### src/design/jam_pkg.sv
// shared constants, register codes and configuration types for the joystick mapper
package jam_pkg;

  // default build parameters
  localparam int SAMPLES_PER_AVERAGE_DEF = 8;
  localparam int SAMPLE_FULL_SCALE_DEF   = 4095;

  // fixed field widths
  localparam int RAW_W     = 12;
  localparam int OFFSET_W  = 13;
  localparam int POS_W     = 12;
  localparam int PCT_W     = 7;
  localparam int CFG_IDX_W = 3;
  localparam int CFG_DAT_W = 13;
  localparam int IN_TDATA_W  = 16;
  localparam int OUT_TDATA_W = 16;

  // offset added to the raw sample can reach this much at most
  localparam int CAL_LIMIT = 2 * 4095;

  // percent arithmetic: ((1000*dist/span)+5)/10, saturating at 100
  localparam int PCT_SCALE   = 1000;
  localparam int PCT_SCALE_W = 10;
  localparam int QSAT_W      = 10;
  localparam int QSAT_MAX    = 995;
  localparam int ROUND_ADD   = 5;
  localparam int DIV10_MUL   = 205;
  localparam int DIV10_SHIFT = 11;
  localparam int DIV10_W     = 18;

  // queue between front and back
  localparam int Q_DEPTH = 2;

  // axis codes
  localparam logic AXIS_LEFT  = 1'b0;
  localparam logic AXIS_RIGHT = 1'b1;

  // configuration register indexes
  localparam logic [CFG_IDX_W-1:0] REG_CAL_OFFSET      = 3'd0;
  localparam logic [CFG_IDX_W-1:0] REG_LEFT_CENTER     = 3'd1;
  localparam logic [CFG_IDX_W-1:0] REG_LEFT_RIGHT_END  = 3'd2;
  localparam logic [CFG_IDX_W-1:0] REG_LEFT_LEFT_END   = 3'd3;
  localparam logic [CFG_IDX_W-1:0] REG_RIGHT_CENTER    = 3'd4;
  localparam logic [CFG_IDX_W-1:0] REG_RIGHT_FRONT_END = 3'd5;
  localparam logic [CFG_IDX_W-1:0] REG_RIGHT_BACK_END  = 3'd6;

  // axis geometry seen by the back end
  typedef struct packed {
    logic [POS_W-1:0] left_center;
    logic [POS_W-1:0] left_right_end;
    logic [POS_W-1:0] left_left_end;
    logic [POS_W-1:0] right_center;
    logic [POS_W-1:0] right_front_end;
    logic [POS_W-1:0] right_back_end;
  } geom_t;

endpackage

### src/design/jam_front.sv
// front end: calibrates samples and accumulates per-axis sums
module jam_front import jam_pkg::*; #(
  parameter int SAMPLES_PER_AVERAGE = SAMPLES_PER_AVERAGE_DEF,
  parameter int SAMPLE_FULL_SCALE   = SAMPLE_FULL_SCALE_DEF,
  parameter int CAL_W               = 12,
  parameter int SUM_W               = 15
) (
  input  logic                       clk_i,
  input  logic                       rst_ni,
  input  logic                       in_valid_i,
  input  logic                       in_axis_i,
  input  logic [RAW_W-1:0]           in_raw_i,
  output logic                       in_ready_o,
  input  logic signed [OFFSET_W-1:0] offset_i,
  input  logic                       q_full_i,
  output logic                       push_o,
  output logic [SUM_W:0]             push_data_o
);

  localparam int CNT_W = $clog2(SAMPLES_PER_AVERAGE + 1);
  localparam int CMP_W = 18;

  logic [SUM_W-1:0] sum_q [2];
  logic [SUM_W-1:0] sum_d;
  logic [CNT_W-1:0] cnt_q [2];
  logic             accept;
  logic             last;
  logic signed [CMP_W-1:0] cal_s;
  logic [CAL_W-1:0] cal;

  assign in_ready_o = !q_full_i;
  assign accept     = in_valid_i && in_ready_o;

  // offset and clamp to 0..full scale, full-scale raw sticks
  assign cal_s = $signed(CMP_W'(in_raw_i)) + CMP_W'(offset_i);
  always_comb begin
    if (cal_s < 0) begin
      cal = '0;
    end else if (cal_s > $signed(CMP_W'(SAMPLE_FULL_SCALE)) ||
                 CMP_W'(in_raw_i) == CMP_W'(SAMPLE_FULL_SCALE)) begin
      cal = CAL_W'(SAMPLE_FULL_SCALE);
    end else begin
      cal = cal_s[CAL_W-1:0];
    end
  end

  assign sum_d = sum_q[in_axis_i] + SUM_W'(cal);
  assign last  = cnt_q[in_axis_i] == CNT_W'(SAMPLES_PER_AVERAGE - 1);

  // completed sum goes to the queue
  assign push_o      = accept && last;
  assign push_data_o = {in_axis_i, sum_d};

  // per-axis accumulators
  always_ff @(posedge clk_i or negedge rst_ni) begin
    if (!rst_ni) begin
      sum_q[0] <= '0;
      sum_q[1] <= '0;
      cnt_q[0] <= '0;
      cnt_q[1] <= '0;
    end else if (accept) begin
      if (last) begin
        sum_q[in_axis_i] <= '0;
        cnt_q[in_axis_i] <= '0;
      end else begin
        sum_q[in_axis_i] <= sum_d;
        cnt_q[in_axis_i] <= cnt_q[in_axis_i] + CNT_W'(1);
      end
    end
  end

endmodule

### src/design/jam_queue.sv
// short queue of completed sums between front and back
module jam_queue import jam_pkg::*; #(
  parameter int DATA_W = 16
) (
  input  logic              clk_i,
  input  logic              rst_ni,
  input  logic              push_i,
  input  logic [DATA_W-1:0] push_data_i,
  input  logic              pop_i,
  output logic [DATA_W-1:0] pop_data_o,
  output logic              full_o,
  output logic              empty_o
);

  localparam int PTR_W = $clog2(Q_DEPTH);
  localparam int CNT_W = $clog2(Q_DEPTH + 1);

  logic [DATA_W-1:0] mem_q [Q_DEPTH];
  logic [PTR_W-1:0]  wr_ptr_q;
  logic [PTR_W-1:0]  rd_ptr_q;
  logic [CNT_W-1:0]  cnt_q;

  assign full_o     = cnt_q == CNT_W'(Q_DEPTH);
  assign empty_o    = cnt_q == '0;
  assign pop_data_o = mem_q[rd_ptr_q];

  // entry storage
  always_ff @(posedge clk_i) begin
    if (push_i) begin
      mem_q[wr_ptr_q] <= push_data_i;
    end
  end

  // pointers and fill level
  always_ff @(posedge clk_i or negedge rst_ni) begin
    if (!rst_ni) begin
      wr_ptr_q <= '0;
      rd_ptr_q <= '0;
      cnt_q    <= '0;
    end else begin
      if (push_i) begin
        wr_ptr_q <= (wr_ptr_q == PTR_W'(Q_DEPTH - 1)) ? '0 : wr_ptr_q + PTR_W'(1);
      end
      if (pop_i) begin
        rd_ptr_q <= (rd_ptr_q == PTR_W'(Q_DEPTH - 1)) ? '0 : rd_ptr_q + PTR_W'(1);
      end
      if (push_i && !pop_i) begin
        cnt_q <= cnt_q + CNT_W'(1);
      end else if (pop_i && !push_i) begin
        cnt_q <= cnt_q - CNT_W'(1);
      end
    end
  end

endmodule

### src/design/jam_div.sv
// restoring serial divider, one quotient bit per cycle
module jam_div import jam_pkg::*; #(
  parameter int DVD_W = 22,
  parameter int DVS_W = 12
) (
  input  logic             clk_i,
  input  logic             rst_ni,
  input  logic             start_i,
  input  logic [DVD_W-1:0] dividend_i,
  input  logic [DVS_W-1:0] divisor_i,
  output logic             done_o,
  output logic [DVD_W-1:0] quotient_o
);

  localparam int STEP_W = $clog2(DVD_W);

  logic              busy_q;
  logic              done_q;
  logic [STEP_W-1:0] step_q;
  logic [DVD_W-1:0]  dvd_q;
  logic [DVS_W-1:0]  dvs_q;
  logic [DVS_W-1:0]  rem_q;
  logic [DVS_W:0]    trial;
  logic              fits;

  // shift in next dividend bit and try subtracting
  assign trial = {rem_q, dvd_q[DVD_W-1]};
  assign fits  = trial >= {1'b0, dvs_q};

  assign done_o     = done_q;
  assign quotient_o = dvd_q;

  // data path
  always_ff @(posedge clk_i) begin
    if (start_i) begin
      dvd_q <= dividend_i;
      dvs_q <= divisor_i;
      rem_q <= '0;
    end else if (busy_q) begin
      rem_q <= fits ? DVS_W'(trial - {1'b0, dvs_q}) : trial[DVS_W-1:0];
      dvd_q <= {dvd_q[DVD_W-2:0], fits};
    end
  end

  // step counter
  always_ff @(posedge clk_i or negedge rst_ni) begin
    if (!rst_ni) begin
      busy_q <= 1'b0;
      done_q <= 1'b0;
      step_q <= '0;
    end else begin
      done_q <= 1'b0;
      if (start_i) begin
        busy_q <= 1'b1;
        step_q <= '0;
      end else if (busy_q) begin
        step_q <= step_q + STEP_W'(1);
        if (step_q == STEP_W'(DVD_W - 1)) begin
          busy_q <= 1'b0;
          done_q <= 1'b1;
        end
      end
    end
  end

endmodule

### src/design/jam_back.sv
// back end: average, side selection, percentage and output register
module jam_back import jam_pkg::*; #(
  parameter int SAMPLES_PER_AVERAGE = SAMPLES_PER_AVERAGE_DEF,
  parameter int CAL_W               = 12,
  parameter int SUM_W               = 15
) (
  input  logic           clk_i,
  input  logic           rst_ni,
  input  geom_t          geom_i,
  input  logic           q_empty_i,
  input  logic [SUM_W:0] q_data_i,
  output logic           pop_o,
  output logic           out_valid_o,
  input  logic           out_ready_i,
  output logic           out_axis_o,
  output logic           out_dir_o,
  output logic [PCT_W-1:0] out_pct_o,
  output logic           out_fault_o
);

  localparam int DIST_W = (CAL_W > POS_W) ? CAL_W : POS_W;
  localparam int PROD_W = DIST_W + PCT_SCALE_W;
  localparam int DVD_W  = PROD_W;
  localparam int N_W    = $clog2(SAMPLES_PER_AVERAGE + 1);
  localparam int DVS_W  = POS_W;
  localparam int SPAN_W = POS_W + 1;
  // reciprocal of the sample count, exact for every sum below 2**SUM_W
  localparam int AVG_SH     = SUM_W + N_W;
  localparam int AVG_MUL    = ((1 << AVG_SH) + SAMPLES_PER_AVERAGE - 1) / SAMPLES_PER_AVERAGE;
  localparam int AVG_PROD_W = SUM_W + AVG_SH + 1;

  localparam logic [2:0] ST_IDLE  = 3'd0;
  localparam logic [2:0] ST_AVG   = 3'd1;
  localparam logic [2:0] ST_SIDE  = 3'd2;
  localparam logic [2:0] ST_START = 3'd3;
  localparam logic [2:0] ST_PCT   = 3'd4;
  localparam logic [2:0] ST_FIN   = 3'd5;

  logic [2:0]              state_q, state_d;
  logic                    axis_q;
  logic [SUM_W-1:0]        sum_q;
  logic [AVG_PROD_W-1:0]   avg_prod;
  logic [CAL_W-1:0]        avg_q;
  logic [DIST_W-1:0]       dist_q, dist_d;
  logic signed [SPAN_W-1:0] span_q, span_d;
  logic                    dir_q, dir_d;
  logic                    fault_q;
  logic [QSAT_W-1:0]       qsat_q;
  logic                    div_start;
  logic                    div_done;
  logic [DVD_W-1:0]        div_dvd;
  logic [DVS_W-1:0]        div_dvs;
  logic [DVD_W-1:0]        div_quo;
  logic [PROD_W-1:0]       prod;
  logic [DIV10_W-1:0]      round_mul;
  logic                    out_free;
  logic                    out_valid_q;
  logic                    out_axis_q;
  logic                    out_dir_q;
  logic [PCT_W-1:0]        out_pct_q;
  logic                    out_fault_q;

  jam_div #(
    .DVD_W(DVD_W),
    .DVS_W(DVS_W)
  ) u_div (
    .clk_i     (clk_i),
    .rst_ni    (rst_ni),
    .start_i   (div_start),
    .dividend_i(div_dvd),
    .divisor_i (div_dvs),
    .done_o    (div_done),
    .quotient_o(div_quo)
  );

  // scaled distance for the span division
  assign prod = PROD_W'(dist_q) * PROD_W'(PCT_SCALE);

  // truncating average as a reciprocal multiply
  assign avg_prod = AVG_PROD_W'(sum_q) * AVG_PROD_W'(AVG_MUL);

  // the serial divider handles the span division only
  assign pop_o     = (state_q == ST_IDLE) && !q_empty_i;
  assign div_start = (state_q == ST_START) && !fault_q;
  assign div_dvd   = prod;
  assign div_dvs   = span_q[POS_W-1:0];

  // side selection against the centre
  always_comb begin
    dir_d  = 1'b0;
    dist_d = '0;
    span_d = '0;
    if (axis_q == AXIS_LEFT) begin
      if (DIST_W'(avg_q) < DIST_W'(geom_i.left_center)) begin
        dir_d  = 1'b1;
        dist_d = DIST_W'(geom_i.left_center) - DIST_W'(avg_q);
        span_d = $signed({1'b0, geom_i.left_center}) - $signed({1'b0, geom_i.left_right_end});
      end else begin
        dist_d = DIST_W'(avg_q) - DIST_W'(geom_i.left_center);
        span_d = $signed({1'b0, geom_i.left_left_end}) - $signed({1'b0, geom_i.left_center});
      end
    end else begin
      if (DIST_W'(avg_q) > DIST_W'(geom_i.right_center)) begin
        dir_d  = 1'b1;
        dist_d = DIST_W'(avg_q) - DIST_W'(geom_i.right_center);
        span_d = $signed({1'b0, geom_i.right_back_end}) - $signed({1'b0, geom_i.right_center});
      end else begin
        dist_d = DIST_W'(geom_i.right_center) - DIST_W'(avg_q);
        span_d = $signed({1'b0, geom_i.right_center}) - $signed({1'b0, geom_i.right_front_end});
      end
    end
  end

  // sequencer
  assign out_free = !out_valid_q || out_ready_i;
  always_comb begin
    state_d = state_q;
    unique case (state_q)
      ST_IDLE:  if (!q_empty_i) state_d = ST_AVG;
      ST_AVG:   state_d = ST_SIDE;
      ST_SIDE:  state_d = ST_START;
      ST_START: state_d = fault_q ? ST_FIN : ST_PCT;
      ST_PCT:   if (div_done) state_d = ST_FIN;
      ST_FIN:   if (out_free) state_d = ST_IDLE;
      default:  state_d = ST_IDLE;
    endcase
  end

  always_ff @(posedge clk_i or negedge rst_ni) begin
    if (!rst_ni) begin
      state_q <= ST_IDLE;
    end else begin
      state_q <= state_d;
    end
  end

  // working registers
  always_ff @(posedge clk_i) begin
    if (pop_o) begin
      axis_q <= q_data_i[SUM_W];
      sum_q  <= q_data_i[SUM_W-1:0];
    end
    if (state_q == ST_AVG) begin
      avg_q <= avg_prod[AVG_SH +: CAL_W];
    end
    if (state_q == ST_SIDE) begin
      dir_q   <= dir_d;
      dist_q  <= dist_d;
      span_q  <= span_d;
      fault_q <= span_d <= 0;
    end
    if (state_q == ST_START && fault_q) begin
      qsat_q <= QSAT_W'(QSAT_MAX);
    end
    if (state_q == ST_PCT && div_done) begin
      qsat_q <= (div_quo >= DVD_W'(QSAT_MAX)) ? QSAT_W'(QSAT_MAX) : div_quo[QSAT_W-1:0];
    end
  end

  // rounding divide by ten as a reciprocal multiply
  assign round_mul = DIV10_W'(qsat_q + QSAT_W'(ROUND_ADD)) * DIV10_W'(DIV10_MUL);

  // output register
  always_ff @(posedge clk_i or negedge rst_ni) begin
    if (!rst_ni) begin
      out_valid_q <= 1'b0;
    end else if (state_q == ST_FIN && out_free) begin
      out_valid_q <= 1'b1;
    end else if (out_ready_i) begin
      out_valid_q <= 1'b0;
    end
  end

  always_ff @(posedge clk_i) begin
    if (state_q == ST_FIN && out_free) begin
      out_axis_q  <= axis_q;
      out_dir_q   <= dir_q;
      out_pct_q   <= round_mul[DIV10_SHIFT +: PCT_W];
      out_fault_q <= fault_q;
    end
  end

  assign out_valid_o = out_valid_q;
  assign out_axis_o  = out_axis_q;
  assign out_dir_o   = out_dir_q;
  assign out_pct_o   = out_pct_q;
  assign out_fault_o = out_fault_q;

endmodule

### src/design/joystick_axis_percent_mapper_top.sv
// top level of the joystick axis percentage mapper
//
//  channel   | direction | tdata / payload                       | tuser
//  s_axis    | in        | [11:0] raw_sample                     | axis
//  m_axis    | out       | [0] direction [7:1] percent [8] fault | axis_out
//  cfg       | in        | cfg_index_i register, cfg_data_i value | -
//
// an input sample is accepted whenever the queue is not full; the last of
// SAMPLES_PER_AVERAGE samples of an axis yields a result once the back end has
// averaged the sum, selected the side and run the serial span divider; a span
// fault skips the divider. a two-entry queue lets samples keep flowing meanwhile.
// reset clears accumulators, queue, sequencer and loads register defaults.
// the result waits in the output register while m_axis_tready is low.
module joystick_axis_percent_mapper_top import jam_pkg::*; #(
  parameter int SAMPLES_PER_AVERAGE = SAMPLES_PER_AVERAGE_DEF,
  parameter int SAMPLE_FULL_SCALE   = SAMPLE_FULL_SCALE_DEF
) (
  input  logic                   clk_i,
  input  logic                   rst_ni,
  // raw_sample in [11:0], zeros above
  input  logic [IN_TDATA_W-1:0]  s_axis_tdata,
  // axis
  input  logic                   s_axis_tuser,
  input  logic                   s_axis_tvalid,
  output logic                   s_axis_tready,
  // direction [0], percent [7:1], span_fault [8], zeros above
  output logic [OUT_TDATA_W-1:0] m_axis_tdata,
  // axis_out
  output logic                   m_axis_tuser,
  output logic                   m_axis_tvalid,
  input  logic                   m_axis_tready,
  input  logic                   cfg_valid_i,
  output logic                   cfg_ready_o,
  input  logic [CFG_IDX_W-1:0]   cfg_index_i,
  input  logic [CFG_DAT_W-1:0]   cfg_data_i
);

  localparam int CAL_MAX = (SAMPLE_FULL_SCALE < CAL_LIMIT) ? SAMPLE_FULL_SCALE : CAL_LIMIT;
  localparam int CAL_W   = $clog2(CAL_MAX + 1);
  localparam int SUM_W   = $clog2(CAL_MAX * SAMPLES_PER_AVERAGE + 1);

  logic signed [OFFSET_W-1:0] offset_q;
  geom_t                      geom_q;
  logic                       push;
  logic [SUM_W:0]             push_data;
  logic                       pop;
  logic [SUM_W:0]             pop_data;
  logic                       q_full;
  logic                       q_empty;
  logic                       out_dir;
  logic [PCT_W-1:0]           out_pct;
  logic                       out_fault;

  // configuration registers, always ready
  assign cfg_ready_o = 1'b1;
  always_ff @(posedge clk_i or negedge rst_ni) begin
    if (!rst_ni) begin
      offset_q               <= '0;
      geom_q.left_center     <= POS_W'(2048);
      geom_q.left_right_end  <= '0;
      geom_q.left_left_end   <= POS_W'(4095);
      geom_q.right_center    <= POS_W'(2048);
      geom_q.right_front_end <= '0;
      geom_q.right_back_end  <= POS_W'(4095);
    end else if (cfg_valid_i) begin
      unique case (cfg_index_i)
        REG_CAL_OFFSET:      offset_q               <= cfg_data_i;
        REG_LEFT_CENTER:     geom_q.left_center     <= cfg_data_i[POS_W-1:0];
        REG_LEFT_RIGHT_END:  geom_q.left_right_end  <= cfg_data_i[POS_W-1:0];
        REG_LEFT_LEFT_END:   geom_q.left_left_end   <= cfg_data_i[POS_W-1:0];
        REG_RIGHT_CENTER:    geom_q.right_center    <= cfg_data_i[POS_W-1:0];
        REG_RIGHT_FRONT_END: geom_q.right_front_end <= cfg_data_i[POS_W-1:0];
        REG_RIGHT_BACK_END:  geom_q.right_back_end  <= cfg_data_i[POS_W-1:0];
        default: ;
      endcase
    end
  end

  jam_front #(
    .SAMPLES_PER_AVERAGE(SAMPLES_PER_AVERAGE),
    .SAMPLE_FULL_SCALE  (SAMPLE_FULL_SCALE),
    .CAL_W              (CAL_W),
    .SUM_W              (SUM_W)
  ) u_front (
    .clk_i      (clk_i),
    .rst_ni     (rst_ni),
    .in_valid_i (s_axis_tvalid),
    .in_axis_i  (s_axis_tuser),
    .in_raw_i   (s_axis_tdata[RAW_W-1:0]),
    .in_ready_o (s_axis_tready),
    .offset_i   (offset_q),
    .q_full_i   (q_full),
    .push_o     (push),
    .push_data_o(push_data)
  );

  jam_queue #(
    .DATA_W(SUM_W + 1)
  ) u_queue (
    .clk_i      (clk_i),
    .rst_ni     (rst_ni),
    .push_i     (push),
    .push_data_i(push_data),
    .pop_i      (pop),
    .pop_data_o (pop_data),
    .full_o     (q_full),
    .empty_o    (q_empty)
  );

  jam_back #(
    .SAMPLES_PER_AVERAGE(SAMPLES_PER_AVERAGE),
    .CAL_W              (CAL_W),
    .SUM_W              (SUM_W)
  ) u_back (
    .clk_i      (clk_i),
    .rst_ni     (rst_ni),
    .geom_i     (geom_q),
    .q_empty_i  (q_empty),
    .q_data_i   (pop_data),
    .pop_o      (pop),
    .out_valid_o(m_axis_tvalid),
    .out_ready_i(m_axis_tready),
    .out_axis_o (m_axis_tuser),
    .out_dir_o  (out_dir),
    .out_pct_o  (out_pct),
    .out_fault_o(out_fault)
  );

  // pack result fields from the lowest bit up
  assign m_axis_tdata = {(OUT_TDATA_W - PCT_W - 2)'(0), out_fault, out_pct, out_dir};

endmodule

### config.mk
export PLATFORM = sky130hd
export DESIGN_NAME = joystick_axis_percent_mapper_top
export DESIGN_NICKNAME = d
export VERILOG_FILES = /design/src/design/jam_pkg.sv /design/src/design/jam_front.sv /design/src/design/jam_queue.sv /design/src/design/jam_div.sv /design/src/design/jam_back.sv /design/src/design/joystick_axis_percent_mapper_top.sv
export SDC_FILE = /design/constraint.sdc
export NUM_CORES = 1
export LEC_CHECK = 0
export BUFFER_PORTS_ARGS = -buffer_cell sky130_fd_sc_hd__buf_4
export CELL_PAD_IN_SITES_DETAIL_PLACEMENT = 0
export CELL_PAD_IN_SITES_GLOBAL_PLACEMENT = 2
export CORE_ASPECT_RATIO = 1.1
export CORE_MARGIN = 2
export CORE_UTILIZATION = 39
export DETAILED_ROUTE_END_ITERATION = 8
export HOLD_SLACK_MARGIN = 0.08
export PLACE_DENSITY = 0.85
export SLEW_MARGIN = 20
export SYNTH_ARGS = -nofsm -noshare
export SYNTH_HDL_FRONTEND = slang
export SYNTH_HIERARCHICAL = 1
export SYNTH_SLANG_ARGS = --single-unit
export TNS_END_PERCENT = 50
### constraint.sdc
create_clock -name clk_i -period 4.6 [get_ports clk_i]
set_input_delay 1.15 -clock clk_i [delete_from_list [all_inputs] [get_ports clk_i]]
set_output_delay 1.15 -clock clk_i [all_outputs]
set_load 0.1 [all_outputs]
==> metrics.cfg, run 1 <==
[routing]
drt-total-wl_um = 51100
dr_total_vias = 15300
wl_per_cell_um = 17.2
first_iter_violations = 536
drcViolationCount = 0
antenna_left = 0
detail_route.first_pass.iterations = 5
viasPerCell = 5.15

[setup_path]
max_stage_delay_ns = 0.58
worstReg2RegStart = u_back/dist_q[0]
worstSetupPathType = flop to flop
r2r-end = u_back/u_div/quotient_o[21]
crit_arrival_ns = 5.09
cp-end-kind = flop
cp_cell_sequence = fa_1 -> inv_1 -> fa_1 -> fa_1 -> fa_1 -> inv_2 -> ha_4 -> nor3_2 -> o21a_1 -> nor3_2 -> a41o_1 -> o2111a_1 -> o21a_1 -> o2111a_1 -> a211o_1 -> mux2_4
required_ns = 4.93
cpMaxStageDelayCell = fa_1
crit_buf_inv = 2
cp_max_fo = 3
r2r_setup_slack_ns = -0.16
cpMostUsedCell = fa_1
startpoint_type = flop
critPathTopFamily = adder cells
rr_worst_depth = 16

[finish]
drive_gt1_share_pct = 24.8
antennaDiodeCount = 0
areaGrowthSynthToFinish_pct = 17.8
seq_area_sq_um = 7660
n_fill_cell = 4966
final_common_cell = buf_4
nets = 2547
multi_input_area_sq_um = 13000
layout_common_cells = buf_4, ha_1, inv_1

[global_routing]
use_met3_pct = 1.72
first_global_vias = 15800
grt_antenna_before_repair = 0
grt_pass1_wl_um = 82400
grt_usage_pct = 18.3
grt_max_degree = 97
grt.met2_usage_pct = 32.7
grt.overflow.total = 0
top_usage_layer = met2
met1_usage_pct = 22.7

[timing]
whs_ns = 0.418
relSlewSlack_pct = 26.8
fin_skew_ns = 0.0242
rsz0062_at_grt = true
hold_viol = 0
setup_ws_ns = -0.159
max_freq_mhz = 210
tightestPinTransition_ns = 1.10
slew_viol_final = 0
fin_crit_ns = 4.76
setup_viol = 4
fin_crit_sh_pct = 103

[clocking]
tritoncts = done
clock-root-buffer = clkbuf_16
clock_sinks = 281
cts_buffer_depth = 3
h-tree-depth = 1
ctsHoldBuffers = 0
clk_latency_ns = 0.58
cts_made_buffers = 30
cts.clk_slew.worst_paths_ns = 0.06

[worst_hold_path]
holdPathStages = 0
hp-start = u_back/span_q[5]
hold_class = flop to flop
hold_end = u_back/u_div/dvs_q[5]

[die]
core_area_sq_um = 53800
fp.dieW_um = 227
die-area_sq_um = 56400
initial_core_util_pct = 39.5
num_io_pins = 58
std_cell_rows = 89
die_h_um = 249

[status]
failed_checks = setup timing
status = finished with violations

[place]
portBuffers = 45
dp_hpwl_um = 39900
gp_congestion = 0.912

[logic_synthesis]
postSynthCellCount = 2014
syn_area_per_cell_sq_um = 10.6
syn-cell-area_sq_um = 21300
yosys_warnings = 6

[job]
maxCapViolations = 0

## final cells by class
class / instances / share of cell area, %
timing repair buffer: 222 / 6.77
tap: 728 / 3.64
clock inverter: 23 / 0.869
multi-input combinational: 1474 / 52.0
clock buffer: 33 / 3.04
sequential: 281 / 30.6
inverter: 206 / 3.09
## metrics by stage
stage          setup slack (ns)  util (%)  std cells  cell area [sq um]  TNS [ns]
6_report                 -0.159      46.6       2967              25100    -0.272
5_1_grt                  -0.311      46.6       2967              25100     -1.32
4_1_cts                  -0.166      45.9       2957              24700    -0.568
3_5_place_dp             -0.407      43.6       2890              23500    -10.18
3_3_place_gp             -0.315      43.6       2890              23500     -8.57
2_1_floorplan          -0.00789         -       2022              21400  -0.00789
## flip-flops by register name, summed over array words and instances, names as in the netlist, 3 cells and up
name                     flops
u_back/avg_q                12
geom_q                      72
u_back/dist_q               12
u_back/sum_q                12
u_front/cnt_q                8
u_queue/mem_q               26
offset_q                    13
u_front/sum_q               30
u_back/span_q               12
u_back/u_div/quotient_o     22
u_back/state_q               3
u_back/u_div/step_q          5
u_back/qsat_q               10
u_back/out_pct_o             7
u_back/u_div/rem_q          12
u_back/u_div/dvs_q          12
## worst max-delay path by stage
stage | cells past startpoint | startpoint | end | slack, ns
2_1_floorplan | 15 | u_back/dist_q[1] | u_back/u_div/quotient_o[21] | -0.008
6_report | 16 | u_back/dist_q[0] | u_back/u_div/quotient_o[21] | -0.16
5_1_grt | 16 | u_back/dist_q[0] | u_back/u_div/quotient_o[21] | -0.31
4_1_cts | 16 | u_back/dist_q[1] | u_back/u_div/quotient_o[21] | -0.17
3_5_place_dp | 20 | s_axis_tdata[0] | u_front/sum_q[27] | -0.41
3_3_place_gp | 20 | s_axis_tdata[0] | u_front/sum_q[29] | -0.31
## metal layers
layer | routed length [um] | part of all wire, %
met2 | 25900 | 51
met3 | 1440 | 2.8
met5 | 0 | 0
met4 | 1950 | 3.8
met1 | 21900 | 43
## what timing repair did
action	in CTS	in global routing
buffers inserted	11	13
setup endpoints to repair	8	37
resized for setup	32	47
pin swaps	23	48
Power of run 1 is not shown: default switching activity piles up to over one toggle a cycle in this logic, so the estimate is an artifact.
==> run 2: changes to the inputs <==
--- a/config.mk
+++ b/config.mk
@@ -9,10 +9,10 @@
 export CELL_PAD_IN_SITES_DETAIL_PLACEMENT = 0
 export CELL_PAD_IN_SITES_GLOBAL_PLACEMENT = 2
 export CORE_ASPECT_RATIO = 1.1
-export CORE_MARGIN = 2
 export CORE_UTILIZATION = 39
 export DETAILED_ROUTE_END_ITERATION = 8
 export HOLD_SLACK_MARGIN = 0.08
+export MAX_ROUTING_LAYER = met4
 export PLACE_DENSITY = 0.85
 export SLEW_MARGIN = 20
 export SYNTH_ARGS = -nofsm -noshare
==> metrics.cfg, run 2 (same netlist as run 1, synthesis figures left out) <==
[setup_path]
max_stage_delay_ns = 0.51  ; was 0.58 ns
cp-end-kind = flop  ; unchanged
cp_max_fo = 3  ; unchanged
cp_cell_sequence = inv_2 -> fa_1 -> fa_1 -> inv_1 -> fa_1 -> inv_2 -> fa_1 -> inv_2 -> ha_4 -> nor3_2 -> o21a_1 -> nor3_2 -> a41o_1 -> o2111a_1 -> o21a_1 -> o2111a_1 -> a211o_1 -> mux2_4  ; was fa_1 -> inv_1 -> fa_1 -> fa_1 -> fa_1 -> inv_2 -> ha_4 -> nor3_2 -> o21a_1 -> nor3_2 -> a41o_1 -> o2111a_1 -> o21a_1 -> o2111a_1 -> a211o_1 -> mux2_4
startpoint_type = flop  ; unchanged
crit_arrival_ns = 5.16  ; was 5.09 ns
cpMostUsedCell = fa_1  ; unchanged
required_ns = 4.96  ; was 4.93 ns
worstSetupPathType = flop to flop  ; unchanged
cpMaxStageDelayCell = fa_1  ; unchanged

[global_routing]
use_met3_pct = 1.90  ; was 1.72%
grt_usage_pct = 19.1  ; was 18.3%
grt.met2_usage_pct = 34.5  ; was 32.7%
top_usage_layer = met2  ; unchanged
grt_pass1_wl_um = 82000  ; was 82400 um
grt.overflow.total = 0  ; unchanged
first_global_vias = 16100  ; was 15800
grt_max_degree = 87  ; was 97
met1_usage_pct = 22.0  ; was 22.7%
grt_antenna_before_repair = 0  ; unchanged

[finish]
nets = 2539  ; was 2547
layout_common_cells = buf_4, ha_1, inv_1  ; unchanged
top_regs = geom_q (72), u_front/sum_q (30), u_queue/mem_q (26)  ; unchanged
final_cells = 2960  ; was 2967
final_common_cell = buf_4  ; unchanged
largest_register_ffs = 72  ; unchanged
areaGrowthSynthToFinish_pct = 17.8  ; about the same
drive_gt1_share_pct = 24.7  ; was 24.8%
regMostFlops = geom_q  ; unchanged
antennaDiodeCount = 0  ; unchanged

[die]
std_cell_rows = 89  ; unchanged
num_io_pins = 58  ; unchanged
fp.dieW_um = 225  ; was 227 um
die-area_sq_um = 55500  ; was 56400 sq um
initial_core_util_pct = 39.5  ; unchanged
die_h_um = 247  ; was 249 um
core_area_sq_um = 53800  ; unchanged

[worst_hold_path]
hold_class = flop to flop  ; unchanged

[timing]
hold_viol = 0  ; unchanged
relSlewSlack_pct = 29.2  ; was 26.8%
rsz0062_at_grt = true  ; unchanged
fin_skew_ns = 0.0184  ; was 0.0242 ns
setup_viol = 3  ; was 4
max_freq_mhz = 208  ; was 210 MHz
tightestPinTransition_ns = 1.06  ; was 1.10 ns
fin_crit_sh_pct = 104  ; was 103%
fin_crit_ns = 4.80  ; was 4.76 ns
setup_ws_ns = -0.200  ; was -0.159 ns
slew_viol_final = 0  ; unchanged

[clocking]
h-tree-depth = 1  ; unchanged
clk_latency_ns = 0.60  ; was 0.58 ns
cts_made_buffers = 31  ; was 30
cts_buffer_depth = 3  ; unchanged
clock_sinks = 281  ; unchanged
tritoncts = done  ; unchanged
ctsHoldBuffers = 0  ; unchanged
cts.clk_slew.worst_paths_ns = 0.07  ; was 0.06 ns
clock-root-buffer = clkbuf_16  ; unchanged

[job]
maxCapViolations = 0  ; unchanged

[routing]
antenna_left = 0  ; unchanged
detail_route.first_pass.iterations = 5  ; unchanged
dr_total_vias = 15300  ; about the same
drt-total-wl_um = 50900  ; was 51100 um
wl_per_cell_um = 17.2  ; about the same
viasPerCell = 5.17  ; was 5.15
drcViolationCount = 0  ; unchanged
first_iter_violations = 491  ; was 536

[status]
failed_checks = setup timing  ; unchanged
status = finished with violations  ; unchanged

[place]
portBuffers = 45  ; unchanged
dp_hpwl_um = 39400  ; was 39900 um
gp_congestion = 0.891  ; was 0.912
placed_cells = 2883  ; was 2890

==> run 2: changes by cell type in the layout (fill, tap and decap cells not counted), moves of 3 or more <==
| cell | change |
|---|---|
| buf_4 | -6 |
| buf_6 | -3 |
| clkbuf_1 | +5 |
| clkbuf_8 | +4 |
| clkinv_2 | -5 |
| ha_1 | -5 |
| ha_2 | +3 |
==> run 2: final timing paths <==
kind / slack [ns] / from / end / depth (start not counted)
worst max-delay path: -0.20 / u_back/dist_q[2] / u_back/u_div/quotient_o[21] / 18
worst min-delay path: 0.42 / u_back/sum_q[11] / u_back/avg_q[8] / 0
worst max register to register: -0.20 / u_back/dist_q[2] / u_back/u_div/quotient_o[21] / 18
worst min register to register: 0.42 / u_back/sum_q[11] / u_back/avg_q[8] / 0
max in group asynchronous: 3.03 / rst_ni / u_back/u_div/busy_q / 2
min in group asynchronous: 0.59 / rst_ni / u_front/sum_q[8] / 1
==> run 2: final cells by class <==
cell class                      count  area [sq um]
Fill cell                        5021         28700
Clock buffer                       43           861
Sequential cell                   281          7660
Clock inverter                     15           156
Timing Repair Buffer              213          1620
Multi-Input combinational cell   1474         13100
Inverter                          206           773
Tap cell                          728           911
==> run 2: layer usage <==
layer / routed length, um / share of wire, % / vias up
met4: 1760 / 3.4 / 0
met3: 1480 / 2.9 / 89
met2: 26300 / 52 / 204
met1: 21400 / 42 / 7463
met5: 0 / 0 / -
li1: - / - / 7535
==> run 2: repair_timing <==
item / in CTS / in global routing
gates resized for setup: 34 / 46
setup endpoints to repair: 8 / 19
pin swaps: 31 / 41
buffers inserted: 5 / 15
==> run 2: worst max-delay path, delay by kind of cell, from the launching register on <==
family	cells	cell delay, ns
flops	1	0.45
mux	1	0.26
compound gates	6	1.29
fa+ha+maj	5	2.11
simple gates	2	0.19
buf+inv	4	0.26
==> run 2: metrics by stage <==
| stage | setup WS [ns] | hold WS [ns] | setup TNS, ns | utilization, % | area, sq um |
|---|---|---|---|---|---|
| floorplan | -0.00789 | 0.400 | -0.00789 | - | 21400 |
| global placement | -0.336 | 0.401 | -9.07 | 43.5 | 23400 |
| detailed placement | -0.344 | 0.405 | -8.97 | 43.5 | 23400 |
| CTS | -0.203 | 0.419 | -0.401 | 45.9 | 24700 |
| global route | -0.357 | 0.424 | -1.35 | 46.6 | 25100 |
| finish | -0.200 | 0.416 | -0.259 | 46.6 | 25100 |
Power of run 2 is left out for the same reason.
